$ cat src/design/pled_pkg.sv
`timescale 1ns / 1ps

package pled_pkg;

    // Fixed geometry of the rule file and the status word
    localparam int RULE_SLOTS = 8;
    localparam int RULE_IDX_W = 3;
    localparam int CFG_IDX_W  = 4;
    localparam int RULE_W     = 24;
    localparam int FLAGS_W    = 16;
    localparam int PIN_W      = 3;
    localparam int PHASE_W    = 7;
    localparam int PROD_W     = 13;

    // Phase runs 0..99, one step per tick
    localparam logic [PHASE_W-1:0] PHASE_LAST = 7'd99;

    // Off ratio is given in twentieths of the period
    localparam logic [4:0] RATIO_FULL = 5'd20;

    // Default level codes; the top code acts like default on
    localparam logic [1:0] DFLT_NONE = 2'd0;
    localparam logic [1:0] DFLT_OFF  = 2'd1;
    localparam logic [1:0] DFLT_ON   = 2'd2;

    // One rule word, MSB first
    typedef struct packed {
        logic [3:0] flag;
        logic       flag_inv;
        logic       out_inv;
        logic [1:0] dflt;
        logic [2:0] pin;
        logic [4:0] ratio;
        logic [7:0] period;
    } t_rule;

    // Verdict of the shared rule evaluator for the current rule
    typedef struct packed {
        logic             write;
        logic             claim;
        logic             on;
        logic             level;
        logic [PIN_W-1:0] pin;
    } t_eval;

endpackage

$ cat src/design/pled_ifs.sv
`timescale 1ns / 1ps

// Tick request channel
interface pled_in_if;
    logic                         valid;
    logic                         ready;
    logic [pled_pkg::FLAGS_W-1:0] status_flags;

    modport source (output valid, output status_flags, input ready);
    modport sink   (input valid, input status_flags, output ready);
endinterface

// Pin write channel
interface pled_out_if;
    logic                       valid;
    logic                       ready;
    logic [pled_pkg::PIN_W-1:0] pin_number;
    logic                       pin_level;
    logic                       last_write;

    modport source (output valid, output pin_number, output pin_level,
                    output last_write, input ready);
    modport sink   (input valid, input pin_number, input pin_level,
                    input last_write, output ready);
endinterface

// Rule register write channel
interface pled_cfg_if;
    logic                           valid;
    logic                           ready;
    logic [pled_pkg::CFG_IDX_W-1:0] index;
    logic [pled_pkg::RULE_W-1:0]    data;

    modport source (output valid, output index, output data, input ready);
    modport sink   (input valid, input index, input data, output ready);
endinterface

$ cat src/design/pled_cfg_regs.sv
`timescale 1ns / 1ps

module pled_cfg_regs (
    input  logic                  i_clk,
    input  logic                  i_rst_n,
    pled_cfg_if.sink              i_cfg,
    output pled_pkg::t_rule       o_rules [pled_pkg::RULE_SLOTS]
);

    pled_pkg::t_rule r_rules [pled_pkg::RULE_SLOTS];

    // Always take register writes
    assign i_cfg.ready = 1'b1;

    // Write the addressed rule word; drop writes beyond the rule file
    always_ff @(posedge i_clk) begin
        if (!i_rst_n) begin
            for (int i = 0; i < pled_pkg::RULE_SLOTS; i++) begin
                r_rules[i] <= '0;
            end
        end else if (i_cfg.valid) begin
            for (int i = 0; i < pled_pkg::RULE_SLOTS; i++) begin
                if (i_cfg.index == pled_pkg::CFG_IDX_W'(i)) begin
                    r_rules[i] <= pled_pkg::t_rule'(i_cfg.data);
                end
            end
        end
    end

    assign o_rules = r_rules;

endmodule

$ cat src/design/pled_rule_eval.sv
`timescale 1ns / 1ps

module pled_rule_eval #(
    parameter int NUM_LEDS = 3,
    parameter int PIN_BASE = 0
) (
    input  pled_pkg::t_rule                  i_rule,
    input  logic [pled_pkg::FLAGS_W-1:0]     i_flags,
    input  logic [pled_pkg::PHASE_W-1:0]     i_phase,
    input  logic                             i_rec_on,
    input  logic [pled_pkg::PHASE_W-1:0]     i_rec_stamp,
    input  logic [7:0]                       i_claimed,
    output pled_pkg::t_eval                  o_eval
);

    localparam logic [3:0] PIN_LO = 4'(PIN_BASE);
    localparam logic [3:0] PIN_HI = 4'(PIN_BASE + NUM_LEDS);

    logic                          w_in_range;
    logic                          w_match;
    logic [4:0]                    w_ratio;
    logic [pled_pkg::PROD_W-1:0]   w_prod;
    logic                          w_toff_zero;
    logic                          w_wrapped;
    logic [pled_pkg::PHASE_W-1:0]  w_elapsed;
    logic [7:0]                    w_elapsed8;
    logic [pled_pkg::PROD_W-1:0]   w_off_bound;
    logic [7:0]                    w_on_left;
    logic [pled_pkg::PROD_W-1:0]   w_on_bound;
    logic                          w_off_done;
    logic                          w_on_done;
    logic                          w_target;
    logic                          w_write;
    logic                          w_on;

    // Decode rule position and flag match
    assign w_in_range = ({1'b0, i_rule.pin} >= PIN_LO) && ({1'b0, i_rule.pin} < PIN_HI);
    assign w_match    = i_flags[i_rule.flag] ^ i_rule.flag_inv;

    // Scale the period by the clamped ratio; t_off is this product over 20
    assign w_ratio     = (i_rule.ratio > pled_pkg::RATIO_FULL) ? pled_pkg::RATIO_FULL
                                                               : i_rule.ratio;
    assign w_prod      = pled_pkg::PROD_W'(i_rule.period) * pled_pkg::PROD_W'(w_ratio);
    assign w_toff_zero = (w_prod < pled_pkg::PROD_W'(pled_pkg::RATIO_FULL));

    // Elapsed ticks since the last write
    assign w_wrapped  = (i_phase < i_rec_stamp);
    assign w_elapsed  = i_phase - i_rec_stamp;
    assign w_elapsed8 = {1'b0, w_elapsed};

    // Off phase over: elapsed >= floor(prod/20), i.e. prod < 20*(elapsed+1)
    assign w_off_bound = (pled_pkg::PROD_W'(w_elapsed8) + 1'b1) * 13'd20;
    assign w_off_done  = (w_prod < w_off_bound);

    // On phase over: elapsed >= period - floor(prod/20)
    assign w_on_left  = i_rule.period - w_elapsed8;
    assign w_on_bound = pled_pkg::PROD_W'(w_on_left) * 13'd20;
    assign w_on_done  = (w_elapsed8 >= i_rule.period) || (w_prod >= w_on_bound);

    // Default level with output inversion
    assign w_target = (i_rule.dflt >= pled_pkg::DFLT_ON) ^ i_rule.out_inv;

    // Pick the write for this rule
    always_comb begin
        w_write = 1'b0;
        w_on    = 1'b0;
        if (w_match) begin
            if ((i_rec_stamp == '0) || w_toff_zero) begin
                w_write = 1'b1;
                w_on    = 1'b1;
            end else if (i_rec_on) begin
                w_write = w_wrapped || w_on_done;
                w_on    = 1'b0;
            end else begin
                w_write = w_wrapped || w_off_done;
                w_on    = 1'b1;
            end
        end else if (i_rule.dflt != pled_pkg::DFLT_NONE) begin
            w_write = (w_target != i_rec_on);
            w_on    = w_target;
        end
    end

    // Skip rules off the LED range or on a pin already claimed this tick
    always_comb begin
        o_eval.write = 1'b0;
        o_eval.claim = 1'b0;
        if (w_in_range && !i_claimed[i_rule.pin]) begin
            o_eval.write = w_write;
            o_eval.claim = w_match;
        end
        o_eval.on    = w_on;
        o_eval.level = w_on ^ i_rule.out_inv ^ 1'b1;
        o_eval.pin   = i_rule.pin;
    end

endmodule

$ cat src/design/prioritized_led_blink_engine.sv
`timescale 1ns / 1ps

// Prioritized LED blink engine.
// i_in carries one request per 100 ms tick with sixteen status flags.
// i_cfg writes rule words 0..7 (index 8 and above is dropped); write it
// only while the engine is idle. o_out carries pin writes (pin number,
// active-low level, last_write on the final write of a tick).
// Each tick request advances the phase (0..99) and scans rules 0 to
// NUM_RULES-1, one rule per cycle, through a single shared evaluator
// holding one period-by-ratio multiplier. A tick passes through acceptance,
// the scan of every rule and a flush step that marks the last write. The
// first write passes through the pending slot and the output register
// before it leaves o_out. One write is held back in a pending slot so the
// last one can be marked; if the current rule writes while o_out stalls
// with a write already waiting, the scan holds on that rule until the
// output register frees. A tick that produces no write produces no
// output. Reset clears the phase, all LED records (off, stamp zero), the
// rule words and both output and pending slots.
module prioritized_led_blink_engine #(
    parameter int NUM_RULES = 8,
    parameter int NUM_LEDS  = 3,
    parameter int PIN_BASE  = 0
) (
    input  logic          i_clk,
    input  logic          i_rst_n,
    pled_in_if.sink       i_in,
    pled_out_if.source    o_out,
    pled_cfg_if.sink      i_cfg
);

    localparam logic [pled_pkg::RULE_IDX_W-1:0] RULE_LAST =
        pled_pkg::RULE_IDX_W'(NUM_RULES - 1);
    localparam logic [15:0] LED_MASK16 = 16'(((1 << NUM_LEDS) - 1) << PIN_BASE);
    localparam logic [7:0]  LED_MASK   = LED_MASK16[7:0];

    typedef enum logic [1:0] {
        S_IDLE,
        S_SCAN,
        S_FLUSH
    } t_state;

    pled_pkg::t_rule w_rules [pled_pkg::RULE_SLOTS];
    pled_pkg::t_rule w_rule;
    pled_pkg::t_eval w_eval;

    t_state                               r_state, n_state;
    logic [pled_pkg::RULE_IDX_W-1:0]      r_rule, n_rule;
    logic [pled_pkg::PHASE_W-1:0]         r_phase, n_phase;
    logic [7:0]                           r_claimed, n_claimed;
    logic [pled_pkg::FLAGS_W-1:0]         r_flags, n_flags;
    logic                                 r_rec_on [NUM_LEDS];
    logic [pled_pkg::PHASE_W-1:0]         r_rec_stamp [NUM_LEDS];
    logic                                 r_pend_valid, n_pend_valid;
    logic [pled_pkg::PIN_W-1:0]           r_pend_pin, n_pend_pin;
    logic                                 r_pend_level, n_pend_level;
    logic                                 r_out_valid, n_out_valid;
    logic [pled_pkg::PIN_W-1:0]           r_out_pin, n_out_pin;
    logic                                 r_out_level, n_out_level;
    logic                                 r_out_last, n_out_last;

    logic [3:0]                           w_slot;
    logic                                 w_rec_on;
    logic [pled_pkg::PHASE_W-1:0]         w_rec_stamp;
    logic                                 w_out_free;
    logic                                 w_step;
    logic                                 w_rec_we;

    // Rule register file
    pled_cfg_regs u_cfg (
        .i_clk   (i_clk),
        .i_rst_n (i_rst_n),
        .i_cfg   (i_cfg),
        .o_rules (w_rules)
    );

    assign w_rule = w_rules[r_rule];

    // Select the LED record of the current rule's pin
    assign w_slot = {1'b0, w_rule.pin} - 4'(PIN_BASE);
    always_comb begin
        w_rec_on    = 1'b0;
        w_rec_stamp = '0;
        for (int j = 0; j < NUM_LEDS; j++) begin
            if (w_slot == 4'(j)) begin
                w_rec_on    = r_rec_on[j];
                w_rec_stamp = r_rec_stamp[j];
            end
        end
    end

    // Shared rule evaluator
    pled_rule_eval #(
        .NUM_LEDS (NUM_LEDS),
        .PIN_BASE (PIN_BASE)
    ) u_eval (
        .i_rule      (w_rule),
        .i_flags     (r_flags),
        .i_phase     (r_phase),
        .i_rec_on    (w_rec_on),
        .i_rec_stamp (w_rec_stamp),
        .i_claimed   (r_claimed),
        .o_eval      (w_eval)
    );

    assign w_out_free = !r_out_valid || o_out.ready;
    assign i_in.ready = (r_state == S_IDLE);

    // Hold the scan only when a new write meets a full pending slot and a busy output
    assign w_step   = (r_state == S_SCAN) &&
                      !(w_eval.write && r_pend_valid && !w_out_free);
    assign w_rec_we = w_step && w_eval.write;

    // Sequencer and output datapath
    always_comb begin
        n_state      = r_state;
        n_rule       = r_rule;
        n_phase      = r_phase;
        n_claimed    = r_claimed;
        n_flags      = r_flags;
        n_pend_valid = r_pend_valid;
        n_pend_pin   = r_pend_pin;
        n_pend_level = r_pend_level;
        n_out_valid  = r_out_valid && !o_out.ready;
        n_out_pin    = r_out_pin;
        n_out_level  = r_out_level;
        n_out_last   = r_out_last;

        unique case (r_state)
            S_IDLE: begin
                if (i_in.valid) begin
                    n_phase   = (r_phase >= pled_pkg::PHASE_LAST) ? '0 : r_phase + 1'b1;
                    n_claimed = '0;
                    n_flags   = i_in.status_flags;
                    n_rule    = '0;
                    n_state   = S_SCAN;
                end
            end
            S_SCAN: begin
                if (w_step) begin
                    if (w_eval.write) begin
                        // Push the older write out, keep the new one pending
                        if (r_pend_valid) begin
                            n_out_valid = 1'b1;
                            n_out_pin   = r_pend_pin;
                            n_out_level = r_pend_level;
                            n_out_last  = 1'b0;
                        end
                        n_pend_valid = 1'b1;
                        n_pend_pin   = w_eval.pin;
                        n_pend_level = w_eval.level;
                    end
                    if (w_eval.claim) begin
                        n_claimed = r_claimed | (8'd1 << w_eval.pin);
                    end
                    if (r_rule == RULE_LAST) begin
                        n_state = S_FLUSH;
                    end else begin
                        n_rule = r_rule + 1'b1;
                    end
                end
            end
            S_FLUSH: begin
                // Release the pending write as the last of this tick
                if (!r_pend_valid) begin
                    n_state = S_IDLE;
                end else if (w_out_free) begin
                    n_out_valid  = 1'b1;
                    n_out_pin    = r_pend_pin;
                    n_out_level  = r_pend_level;
                    n_out_last   = 1'b1;
                    n_pend_valid = 1'b0;
                    n_state      = S_IDLE;
                end
            end
            default: begin
                n_state = S_IDLE;
            end
        endcase
    end

    // State, records and registered outputs
    always_ff @(posedge i_clk) begin
        if (!i_rst_n) begin
            r_state      <= S_IDLE;
            r_rule       <= '0;
            r_phase      <= '0;
            r_claimed    <= '0;
            r_pend_valid <= 1'b0;
            r_out_valid  <= 1'b0;
            for (int j = 0; j < NUM_LEDS; j++) begin
                r_rec_on[j]    <= 1'b0;
                r_rec_stamp[j] <= '0;
            end
        end else begin
            r_state      <= n_state;
            r_rule       <= n_rule;
            r_phase      <= n_phase;
            r_claimed    <= n_claimed;
            r_pend_valid <= n_pend_valid;
            r_out_valid  <= n_out_valid;
            for (int j = 0; j < NUM_LEDS; j++) begin
                if (w_rec_we && (w_slot == 4'(j))) begin
                    r_rec_on[j]    <= w_eval.on;
                    r_rec_stamp[j] <= r_phase;
                end
            end
        end
        r_flags      <= n_flags;
        r_pend_pin   <= n_pend_pin;
        r_pend_level <= n_pend_level;
        r_out_pin    <= n_out_pin;
        r_out_level  <= n_out_level;
        r_out_last   <= n_out_last;
    end

    assign o_out.valid      = r_out_valid;
    assign o_out.pin_number = r_out_pin;
    assign o_out.pin_level  = r_out_level;
    assign o_out.last_write = r_out_last;

    // Nothing may stay pending once a tick is finished
    a_idle_no_pend : assert property (@(posedge i_clk) disable iff (!i_rst_n)
        (r_state == S_IDLE) |-> !r_pend_valid)
        else $error("pending write left over after tick");

    // Phase stays within one period of 100 ticks
    a_phase_range : assert property (@(posedge i_clk) disable iff (!i_rst_n)
        r_phase <= pled_pkg::PHASE_LAST)
        else $error("phase out of range");

    // Only pins within the LED range can be claimed
    a_claim_range : assert property (@(posedge i_clk) disable iff (!i_rst_n)
        (r_claimed & ~LED_MASK) == 8'd0)
        else $error("claim outside LED range");

    // A tick request is taken only after the last write of the previous tick left the pending slot
    a_accept_flushed : assert property (@(posedge i_clk) disable iff (!i_rst_n)
        (i_in.valid && i_in.ready) |=> (r_state == S_SCAN) && !r_pend_valid)
        else $error("scan started with stale pending write");

endmodule
$ cat src/flat_wrapper.sv
// flat-port wrapper written by rule: the top's interface ports become plain ports
module prioritized_led_blink_engine_flat 
#(
    parameter int NUM_RULES = 8,
    parameter int NUM_LEDS  = 3,
    parameter int PIN_BASE  = 0
)
  (i_clk, i_rst_n, i_in_valid, i_in_status_flags, i_in_ready, o_out_valid, o_out_pin_number, o_out_pin_level, o_out_last_write, o_out_ready, i_cfg_valid, i_cfg_index, i_cfg_data, i_cfg_ready);
  pled_in_if i_in_i ();
  pled_out_if o_out_i ();
  pled_cfg_if i_cfg_i ();
  input  logic i_clk;
  input  logic i_rst_n;
  input wire logic [$bits(i_in_i.valid)-1:0] i_in_valid;
  input wire logic [$bits(i_in_i.status_flags)-1:0] i_in_status_flags;
  output wire logic [$bits(i_in_i.ready)-1:0] i_in_ready;
  output wire logic [$bits(o_out_i.valid)-1:0] o_out_valid;
  output wire logic [$bits(o_out_i.pin_number)-1:0] o_out_pin_number;
  output wire logic [$bits(o_out_i.pin_level)-1:0] o_out_pin_level;
  output wire logic [$bits(o_out_i.last_write)-1:0] o_out_last_write;
  input wire logic [$bits(o_out_i.ready)-1:0] o_out_ready;
  input wire logic [$bits(i_cfg_i.valid)-1:0] i_cfg_valid;
  input wire logic [$bits(i_cfg_i.index)-1:0] i_cfg_index;
  input wire logic [$bits(i_cfg_i.data)-1:0] i_cfg_data;
  output wire logic [$bits(i_cfg_i.ready)-1:0] i_cfg_ready;
  assign i_in_i.valid = i_in_valid;
  assign i_in_i.status_flags = i_in_status_flags;
  assign i_in_ready = i_in_i.ready;
  assign o_out_valid = o_out_i.valid;
  assign o_out_pin_number = o_out_i.pin_number;
  assign o_out_pin_level = o_out_i.pin_level;
  assign o_out_last_write = o_out_i.last_write;
  assign o_out_i.ready = o_out_ready;
  assign i_cfg_i.valid = i_cfg_valid;
  assign i_cfg_i.index = i_cfg_index;
  assign i_cfg_i.data = i_cfg_data;
  assign i_cfg_ready = i_cfg_i.ready;
  prioritized_led_blink_engine #(.NUM_RULES(NUM_RULES), .NUM_LEDS(NUM_LEDS), .PIN_BASE(PIN_BASE)) u_core (.i_clk(i_clk), .i_rst_n(i_rst_n), .i_in(i_in_i), .o_out(o_out_i), .i_cfg(i_cfg_i));
endmodule
$ cat config.mk
export PLATFORM = sky130hd
export DESIGN_NAME = prioritized_led_blink_engine_flat
export DESIGN_NICKNAME = d
export VERILOG_FILES = /design/src/design/pled_pkg.sv /design/src/design/pled_ifs.sv /design/src/design/pled_cfg_regs.sv /design/src/design/pled_rule_eval.sv /design/src/design/prioritized_led_blink_engine.sv /design/src/flat_wrapper.sv
export SDC_FILE = /design/constraint.sdc
export NUM_CORES = 1
export LEC_CHECK = 0
export ABC_AREA = 1
export BUFFER_PORTS_ARGS = -buffer_cell sky130_fd_sc_hd__buf_2
export CAP_MARGIN = 20
export CORE_ASPECT_RATIO = 0.8
export CORE_UTILIZATION = 30
export DETAILED_ROUTE_END_ITERATION = 12
export HOLD_SLACK_MARGIN = 0.15
export MAX_ROUTING_LAYER = met4
export PLACE_DENSITY = 0.49
export SLEW_MARGIN = 20
export SYNTH_ARGS = -nofsm -noshare
export SYNTH_HDL_FRONTEND = slang
export SYNTH_SLANG_ARGS = --single-unit
$ cat constraint.sdc
create_clock -name i_clk -period 13.97 [get_ports i_clk]
set_input_delay 1.397 -clock i_clk [delete_from_list [all_inputs] [get_ports i_clk]]
set_output_delay 1.397 -clock i_clk [all_outputs]
set_load 0.005 [all_outputs]
* Word-level counts from Yosys, hierarchy flattened
Memories as Yosys holds them, arrays and structs flattened. Cells that the tools add are included.
Word-level totals: register bits after elaboration 239, latch bits 0, RAM bits 24, bits in read-only memories 0, input port bits 49, output and inout bits 8, memories kept 2
Cells by class: add/sub/neg operators 5, multiply operators 3, div/mod/pow operators 0, order comparisons 12, eq/ne operators 23, shift operators 1, mux-type cells 83, bitwise logic cells 12, reductions and logical operators 41
Memory list:
- u_core.r_rec_stamp | depth 3, width 7, rd ports 3, clocked after Yosys merged registers in 0, wr ports 3, line prioritized_led_blink_engine.sv:52 | logic [pled_pkg::PHASE_W-1:0] r_rec_stamp [NUM_LEDS];
- u_core.r_rec_on | depth 3, width 1, rd ports 3, clocked after Yosys merged registers in 0, wr ports 3, line prioritized_led_blink_engine.sv:51 | logic r_rec_on [NUM_LEDS];
Operators by type and width (count):
- 24-bit binary-select mux with 3-bit select | 1
- 7-bit 2-to-1 mux | 7
- 24-bit 2-to-1 mux | 2
- 1-bit 2-to-1 mux | 45
- 3-bit 2-to-1 mux | 8
- 8-bit 2-to-1 mux | 3
- 8-bit by 3-bit multiplier with 11-bit output, second input constant | 2
- 2-bit AND reduction | 9
- 4-bit by 3-bit equality test with 1-bit output, second input constant | 4
- 8-bit case mux with 2 select lines | 1
- 13-bit >= comparator | 1
- 13-bit less-than comparator | 1
- 13-bit by 5-bit less-than comparator with 1-bit output, second input constant | 1
- 8-bit by 5-bit multiplier with 13-bit output | 1
- 2-bit 2-to-1 mux | 6
- 3-bit case mux with 2 select lines | 2
- 4-bit AND reduction | 3
- 2-bit by 1-bit != test with 1-bit output, second input constant | 5
- 1-bit logical AND | 9
- 7-bit by 1-bit adder with 8-bit output, second input constant | 1
- 4-bit by 2-bit equality test with 1-bit output, second input constant | 2
- 7-bit by 8-bit >= comparator with 1-bit output | 1
- 4-bit logical NOT | 2
- 2-bit != test, second input constant | 4
- 38 further kinds | 59

* Logic depth before layout (Yosys ltp)
Gate-level depths: netlist of run 1.
word-level depth 28, gate-level depth with buffers 53, gate-level depth less buffers 51

* By module
A second synthesis of run 1 with hierarchy kept.
Second synthesis, totals: cells, all modules 2380, area, all modules 16032.9 sq um
By module, submodules not included:
- pled_cfg_regs | times used 1, cells an instance 1126, area each 7614.8 sq um, seq. area each 3843.7 sq um
- prioritized_led_blink_engine | times used 1, cells an instance 650, area each 4690.7 sq um, seq. area each 1911.8 sq um
- pled_rule_eval | times used 1, cells an instance 604, area each 3727.3 sq um, seq. area each 0.0 sq um

* Worst setup path after synthesis of run 1
Ideal clock, no wire load.
path kind reg2reg, start point reg u_core.r_rule[0] (netlist bit), end point mem u_core.r_rec_on[2][0] (netlist: u_core.r_rec_on[0][2]), enable pin, arrival time 6.490 ns, required time 13.596 ns, setup slack 7.106 ns, stages on the path, launching flop included 39, period minus slack after synthesis 6.864 ns, cells stage by stage dfxtp_1 -> buf_6 -> inv_6 -> buf_6 -> buf_6 -> buf_6 -> buf_6 -> clkbuf_1 -> clkbuf_1 -> nand2_1 -> a32o_1 -> nand2_1 -> nand2_1 -> inv_1 -> nand2_1 -> fa_1 -> fa_1 -> fa_1 -> [... 3 more ...] -> a31oi_1 -> o21ai_0 -> nand2_1 -> nand2_1 -> a21oi_1 -> xor2_1 -> inv_1 -> ha_1 -> nand2_1 -> nor3_1 -> o21ai_0 -> nand2_1 -> a21oi_1 -> nand2_1 -> nand2_2 -> nand2_4 -> nand4_4 -> o21ai_1
RTL lines:
- start: declaration | line prioritized_led_blink_engine.sv:47 | logic [pled_pkg::RULE_IDX_W-1:0] r_rule, n_rule;
- start signal: assignment | line prioritized_led_blink_engine.sv:196 | r_rule <= n_rule;
- end: declaration | line prioritized_led_blink_engine.sv:51

==> results of run 1 <==
==> flip-flops by register name (all words and copies together) (netlist names) <==
name and count:
u_core.r_state 2, u_core.r_phase 7, u_core.o_out.pin_number 3, u_core.r_rec_stamp 21, u_core.r_flags 16, u_core.r_rec_on 3
u_core.r_rule 3, u_core.o_out.pin_level 1, u_core.r_pend_valid 1, u_core.r_claimed 3, u_core.o_out.last_write 1, u_core.r_pend_level 1
u_core.u_cfg.o_rules 192, u_core.o_out.valid 1, u_core.r_pend_pin 3
==> power by group <==
group          switching (mW)  internal (mW)  leakage, nW
clock                   0.312          0.429        0.453
combinational           0.821          0.484         4.49
sequential             0.0190          0.791         2.18
total                    1.15           1.70         7.12
==> synth_stat cells (all sizes together) (4+ instances only) <==
cell type	instances
a22oi	4
nor2	380
a21oi	151
o22ai	13
nor4	4
edfxtp	49
clkbuf	62
o211ai	15
a32o	5
dfxtp	209
a31oi	6
nor3	10
nand3b	4
nand3	61
clkinv	6
fa	22
xor2	28
nand2	241
inv	215
nand4	15
o21ai	294
ha	83
xnor2	8
buf	38
==> final timing paths <==
check / slack [ps] / depth (start not counted) / start / endpoint
worst max-delay path: 5290 / 44 / u_core.r_rule[0] / u_core.o_out.pin_number[2]
worst min-delay path: 430 / 0 / u_core.r_pend_level / u_core.o_out.pin_level
worst max register to register: 5290 / 44 / u_core.r_rule[0] / u_core.o_out.pin_number[2]
worst min register to register: 430 / 0 / u_core.r_pend_level / u_core.o_out.pin_level
==> layout by cell type, fill, tap and decap left out, drive strengths merged, types with 3 or more instances in the layout <==
master and n:
or2 3, nor3 10, a32o 5, nand4 15, ha 83, nor2 380
nand2 241, o22ai 13, o211ai 15, buf 75, nor4 4, o21bai 3
dfxtp 209, a21oi 151, inv 215, a22oi 4, diode 4, o21ai 294
clkinv 10, a31oi 6, nand3b 4, edfxtp 49, fa 22, clkbuf 45
xor2 28, nand3 61, a21o 3, xnor2 8
==> kinds of logic after synthesis <==
kind of cell / synth area share
other: 0.000255
XOR/XNOR: 0.0232
buffers and inverters: 0.0919
adder cells (fa/ha/maj): 0.101
flip-flops: 0.384
AO/OA/AOI/OAI: 0.186
AND/OR/NAND/NOR: 0.214
==> through the flow <==
step           hold slack [ps]   util
6_report                   430  0.339
4_1_cts                    433  0.338
3_5_place_dp               418  0.319
5_1_grt                    439  0.339
3_3_place_gp               414  0.319
2_1_floorplan              400      -
==> layer usage <==
layer	wire length, um	GRT usage
met1	22700	0.261
met2	17700	0.264
met5	0	-
met4	695	0.0348
met3	2200	0.0276
==> area by class of cell <==
cell class              instances  area (um2)
repair buffers                 75         448
inverters                     221         838
diodes                          4        10.0
clock inverters                 5        38.8
multi-input cells            1370        7720
flip-flops and latches        258        5660
clock buffers                  45         880
well taps                     629         787
fillers                      5049       32000
==> key figures, run 1 <==
Clocking
  • Worst-Skew Late Latency: between 500 and 600 ps
  • Num CTS Buffers: 28
  • CTS tree: built
  • Maximum root-to-sink buffer count: 3
  • H-tree depth: 1
  • Post-CTS setup buffers: 0
  • CTS Sinks: between 200 and 300
  • Clk slew on worst S/H paths: ~60 ps
  • CTS Root Cell: clkbuf_16
  • CTS Hold Bufs: 0
  • CTS resizes: 0

Pwr
  • Peak VDD IR: about 120 uV
  • PD cells: around 170 nW/um2
  • Leak Pwr: around 7.1 nW
  • Total chip power: 2.86 mW

Synth
  • Top-area cell type share of the netlist area: 0.284
  • Synth Register Bits: around 260
  • Dominant cells by area after synthesis: dfxtp_1 28%, edfxtp_1 10%, nor2_1 9.3%, o21ai_0 9.2%, ha_1 7.1%
  • Post-synth EDFFs: 49
  • Yosys cell types: 66
  • Avg Cell Area, Syn: 7.55 um2
  • Syn nets: 2103
  • Prevailing post-synth register cell: dfxtp_1
  • Synth warn: 0
  • Synth Instances: roughly 2k
  • Post-synth top area cell: dfxtp_1
  • Synth async-reset ratio: 0
  • Sequential-to-total area share from yosys stat: 0.384
  • Synth Cell Area: ~15000 um2

STA
  • Crit path time final: between 8000 and 9000 ps
  • Final Skew: roughly 24 ps
  • Final period utilization: 0.622
  • Final Slew Violations: 0
  • RSZ-0062 raised after global routing: false
  • Fin. Hold Viols: 0
  • # setup viols final: 0
  • Slew HR: 0.340
  • Min setup slack post-route: roughly 5300 ps
  • Setup TNS: 0 ps
  • FMAX: approximately 120 MHz
  • Worst-Margin Slew: approximately 990 ps

Run
  • Max-Cap Viols: 0

GRT
  • First-pass GRT wire length: approximately 69000 um
  • Vias in the first global route: 12.3k
  • Pin count of the biggest net entering global routing: 106
  • GRT Total Usage: 0.180
  • Gr ovfl total: 0
  • Initial antenna violation count: 4

Worst setup path
  • Arr. time, crit path: between 8000 and 9000 ps
  • Crit path launch type: register
  • Largest delay share family, worst path: simple AND/OR/NAND/NOR gates
  • Crit Path Class: reg -> reg
  • Required @ worst endpoint: approximately 14000 ps
  • Crit end category: register
  • Crit path largest cell delay: 770 ps
  • WP buf/inv: 8
  • CP Max Fanout: between 50 and 60
  • Critical-path top delay cell: dfxtp_4
  • Top cell by count, worst path: nand2_1

Final layout
  • Area Overhead vs Synth: 11.4%
  • Fin cells: 2607
  • Nets@finish: between 2k and 2.5k
  • Share of cells above drive strength 1: 0.104
  • Design area: between 15000 and 20000 um2

Place
  • Setup WS pre-CTS: around 5400 ps
  • DP Area: about 15000 um2
  • I/O Buffers: 55
  • Routability cong.: between 0.8 and 0.9
  • Dpl cells: 2553
  • Detail Placement HPWL: between 20000 and 30000 um

Run status
  • Status: finished, final reports clean

Floorplan
  • Die area: approximately 50000 um2
  • I/O Pins: 57
  • Cell Rows: a little over 70
  • CORE AREA: around 48000 um2
  • Chip height: around 200 um
  • Initial Utilization: 0.304
  • Die Wd: 250 um

Detailed routing
  • Routed vias: 12.7k
  • Routed WL: between 40000 and 50000 um
  • Routed len/inst: about 17 um
  • Iteration count of the initial detailed-routing pass: 5
  • Residual DRC: 0
  • Via/cell ratio: approximately 4.9
  • Iteration-0 DRC Markers: between 800 and 900
  • DRT antenna net count: 0

Hold path
  • Hold crit path type: reg -> reg
No activity file was read; power rests on OpenSTA's default activity.
==> inputs of run 2 (changes only) <==
--- a/config.mk
+++ b/config.mk
@@ -13,7 +13,7 @@
 export DETAILED_ROUTE_END_ITERATION = 12
 export HOLD_SLACK_MARGIN = 0.15
 export MAX_ROUTING_LAYER = met4
-export PLACE_DENSITY = 0.49
+export PLACE_DENSITY = 0.5
 export SLEW_MARGIN = 20
 export SYNTH_ARGS = -nofsm -noshare
 export SYNTH_HDL_FRONTEND = slang
==> constraint.sdc (replaced) <==
create_clock -name i_clk -period 7.5 [get_ports i_clk]
set_input_delay 0.75 -clock i_clk [delete_from_list [all_inputs] [get_ports i_clk]]
set_output_delay 0.75 -clock i_clk [all_outputs]
set_load 0.005 [all_outputs]
==> run 2 against run 1 <==
Effect of this change:
- wire length increased by 0.17%
- combinational power increased by 96%
- global-route usage about the same
- die area unchanged
- critical path type unchanged
- critical endpoint is now u_core.r_rec_stamp[0][0]
- largest power group unchanged
==> key figures, run 2 (same netlist as run 1, synthesis figures left out) <==
Run status
  • Status: finished, final reports clean

STA
  • Fin. Hold Viols: 0 (unchanged)
  • Slew HR: 0.464 (+0.125)
  • Final period utilization: 0.922 (+0.300)
  • # setup viols final: 0 (unchanged)
  • Final Skew: 13.7 ps (-10.6 ps)
  • FMAX: 145 MHz (+26%)
  • Final Slew Violations: 0 (unchanged)
  • Worst-Margin Slew: 804 ps (-187 ps)
  • Fin Hold WS: 357 ps (-72.9 ps)
  • Crit path time final: 6910 ps (-1770 ps)

Final layout
  • Area Overhead vs Synth: 14.2%
  • Multi-input gate area: 7800 um2 (+1.1%)
  • Fillers: 5067 (+0.36%)
  • Nets@finish: 2147 (+1.9%)
  • Fin util: 0.347 (+0.00856)
  • Commonest non-fill, non-tap cell in the layout: nor2_1
  • Most frequent cells in the layout: 362 x nor2_1, 268 x o21ai_0, 219 x nand2_1
  • Fin cells: 2645 (+1.5%)
  • Register area: 5660 um2 (unchanged)
  • Share of cells above drive strength 1: 0.126 (+0.0223)
  • Largest register FFs: 192 (unchanged)

Clocking
  • Clk slew on worst S/H paths: 60 ps (about the same)
  • Maximum root-to-sink buffer count: 3 (unchanged)
  • CTS Sinks: 258 (unchanged)
  • CTS Hold Bufs: 0 (unchanged)
  • H-tree depth: 1 (unchanged)
  • Worst-Skew Late Latency: 570 ps (about the same)
  • CTS Root Cell: clkbuf_16
  • CTS tree: built
  • Num CTS Buffers: 29 (+3.6%)

Pwr
  • Peak VDD IR: 252 uV (+110%)
  • PD cells: 326 nW/um2 (+87%)
  • Leak Pwr: 7.33 nW (+2.9%)

Detailed routing
  • Routed len/inst: 16.4 um (-1.3%)
  • Iteration count of the initial detailed-routing pass: 5 (unchanged)
  • Via/cell ratio: 4.84 (-0.72%)
  • Routed WL: 43400 um (+0.17%)
  • Iteration-0 DRC Markers: 1176 (+34%)
  • DRT antenna net count: 0 (unchanged)
  • Routed vias: 12.8k (+0.73%)
  • Residual DRC: 0 (unchanged)

GRT
  • Pin count of the biggest net entering global routing: 91 (-14%)
  • First-pass GRT wire length: 69300 um (-0.31%)
  • Initial antenna violation count: 2 (-2)
  • Vias in the first global route: 12.3k (+0.29%)
  • Gr ovfl total: 0 (unchanged)
  • GRT Total Usage: 0.180 (+0.000324)

Floorplan
  • I/O Pins: 57 (unchanged)
  • Die area: 49900 um2 (unchanged)
  • Die Wd: 250 um (unchanged)
  • CORE AREA: 48400 um2 (unchanged)
  • Initial Utilization: 0.304 (unchanged)
  • Cell Rows: 72 (unchanged)
  • Chip height: 200 um (unchanged)

Hold path
  • Hold crit path type: in -> reg

Place
  • Dpl cells: 2583 (+1.2%)
  • Routability cong.: 0.849 (+0.86%)
  • Detail Placement HPWL: 28900 um (+3.3%)
  • I/O Buffers: 55 (unchanged)

Worst setup path
  • Crit path launch type: register
  • Crit end category: register
  • Crit Path Class: reg -> reg
  • Critical-path top delay cell: dfxtp_4
  • Required @ worst endpoint: 7760 ps (-6400 ps)
  • Arr. time, crit path: 7180 ps (-1700 ps)
  • Crit path largest cell delay: 430 ps (-340 ps)
  • Top cell by count, worst path: nand2_1
  • CP Max Fanout: 8 (-85%)

Run
  • Max-Cap Viols: 0 (unchanged)
[run 2: cell count changes in the layout (fill, tap and decap cells not counted), sizes merged]
cell,change
buf,+38
clkbuf,-3
clkinv,+2
diode,-2
bufinv,+1
clkinvlp,+1
inv,+1
[run 2: worst max-delay path, delay by kind of cell, from the launching register on]
family	cells	cell delay, ps
AO/OA/AOI/OAI	7	960
XOR/XNOR	3	520
adder cells (fa/ha/maj)	5	1530
buffers and inverters	9	850
flip-flops	1	430
AND/OR/NAND/NOR	23	2300
[run 2: area by class of cell]
class                           instances  area share
Timing Repair Buffer                  113      0.0451
Multi-Input combinational cell       1370       0.465
Clock buffer                           42      0.0503
Tap cell                              629      0.0469
Sequential cell                       258       0.337
Clock inverter                         10     0.00521
Antenna cell                            2    0.000298
Inverter                              221      0.0506
[run 2: report_power, final]
group | internal (mW) | leakage, nW | switching, mW
registers | 1.47 | 2.18 | 0.0234
clock network | 0.813 | 0.458 | 0.590
logic | 1.00 | 4.69 | 1.57
[run 2: path summary, 6_finish.rpt]
| check | cells past startpoint | start | to | slack, ps |
|---|---|---|---|---|
| setup reg to reg | 47 | u_core.r_rule[0] | u_core.r_rec_stamp[0][0] | 590 |
| setup / recovery | 47 | u_core.r_rule[0] | u_core.r_rec_stamp[0][0] | 590 |
| hold / removal | 1 | i_in_status_flags[10] | u_core.r_flags[10] | 360 |
| hold reg to reg | 0 | u_core.r_pend_level | u_core.o_out.pin_level | 440 |
[run 2: layer usage]
metal / part of all wire / up-vias / track usage
li1: - / 6481 / -
met1: 0.51 / 5974 / 0.250
met2: 0.43 / 308 / 0.280
met3: 0.052 / 41 / 0.0266
met4: 0.015 / 0 / 0.0350
met5: 0 / - / -
[run 2: per-stage QoR]
step           power, mW  worst slack [ps]  cell area [um2]  TNS [ps]
4_1_cts             5.40              75.3            16600         0
3_3_place_gp        3.92               229            15700         0
3_5_place_dp        3.97               104            15700         0
2_1_floorplan       3.35               636            14700         0
5_1_grt             5.96             -3.39            16800     -9.89
6_report            5.47               585            16800         0
[run 2: timing repair]
action,4_1_cts,5_1_grt
endpoints found under the setup margin,0,67
setup buffers,0,8
resized for setup,0,27
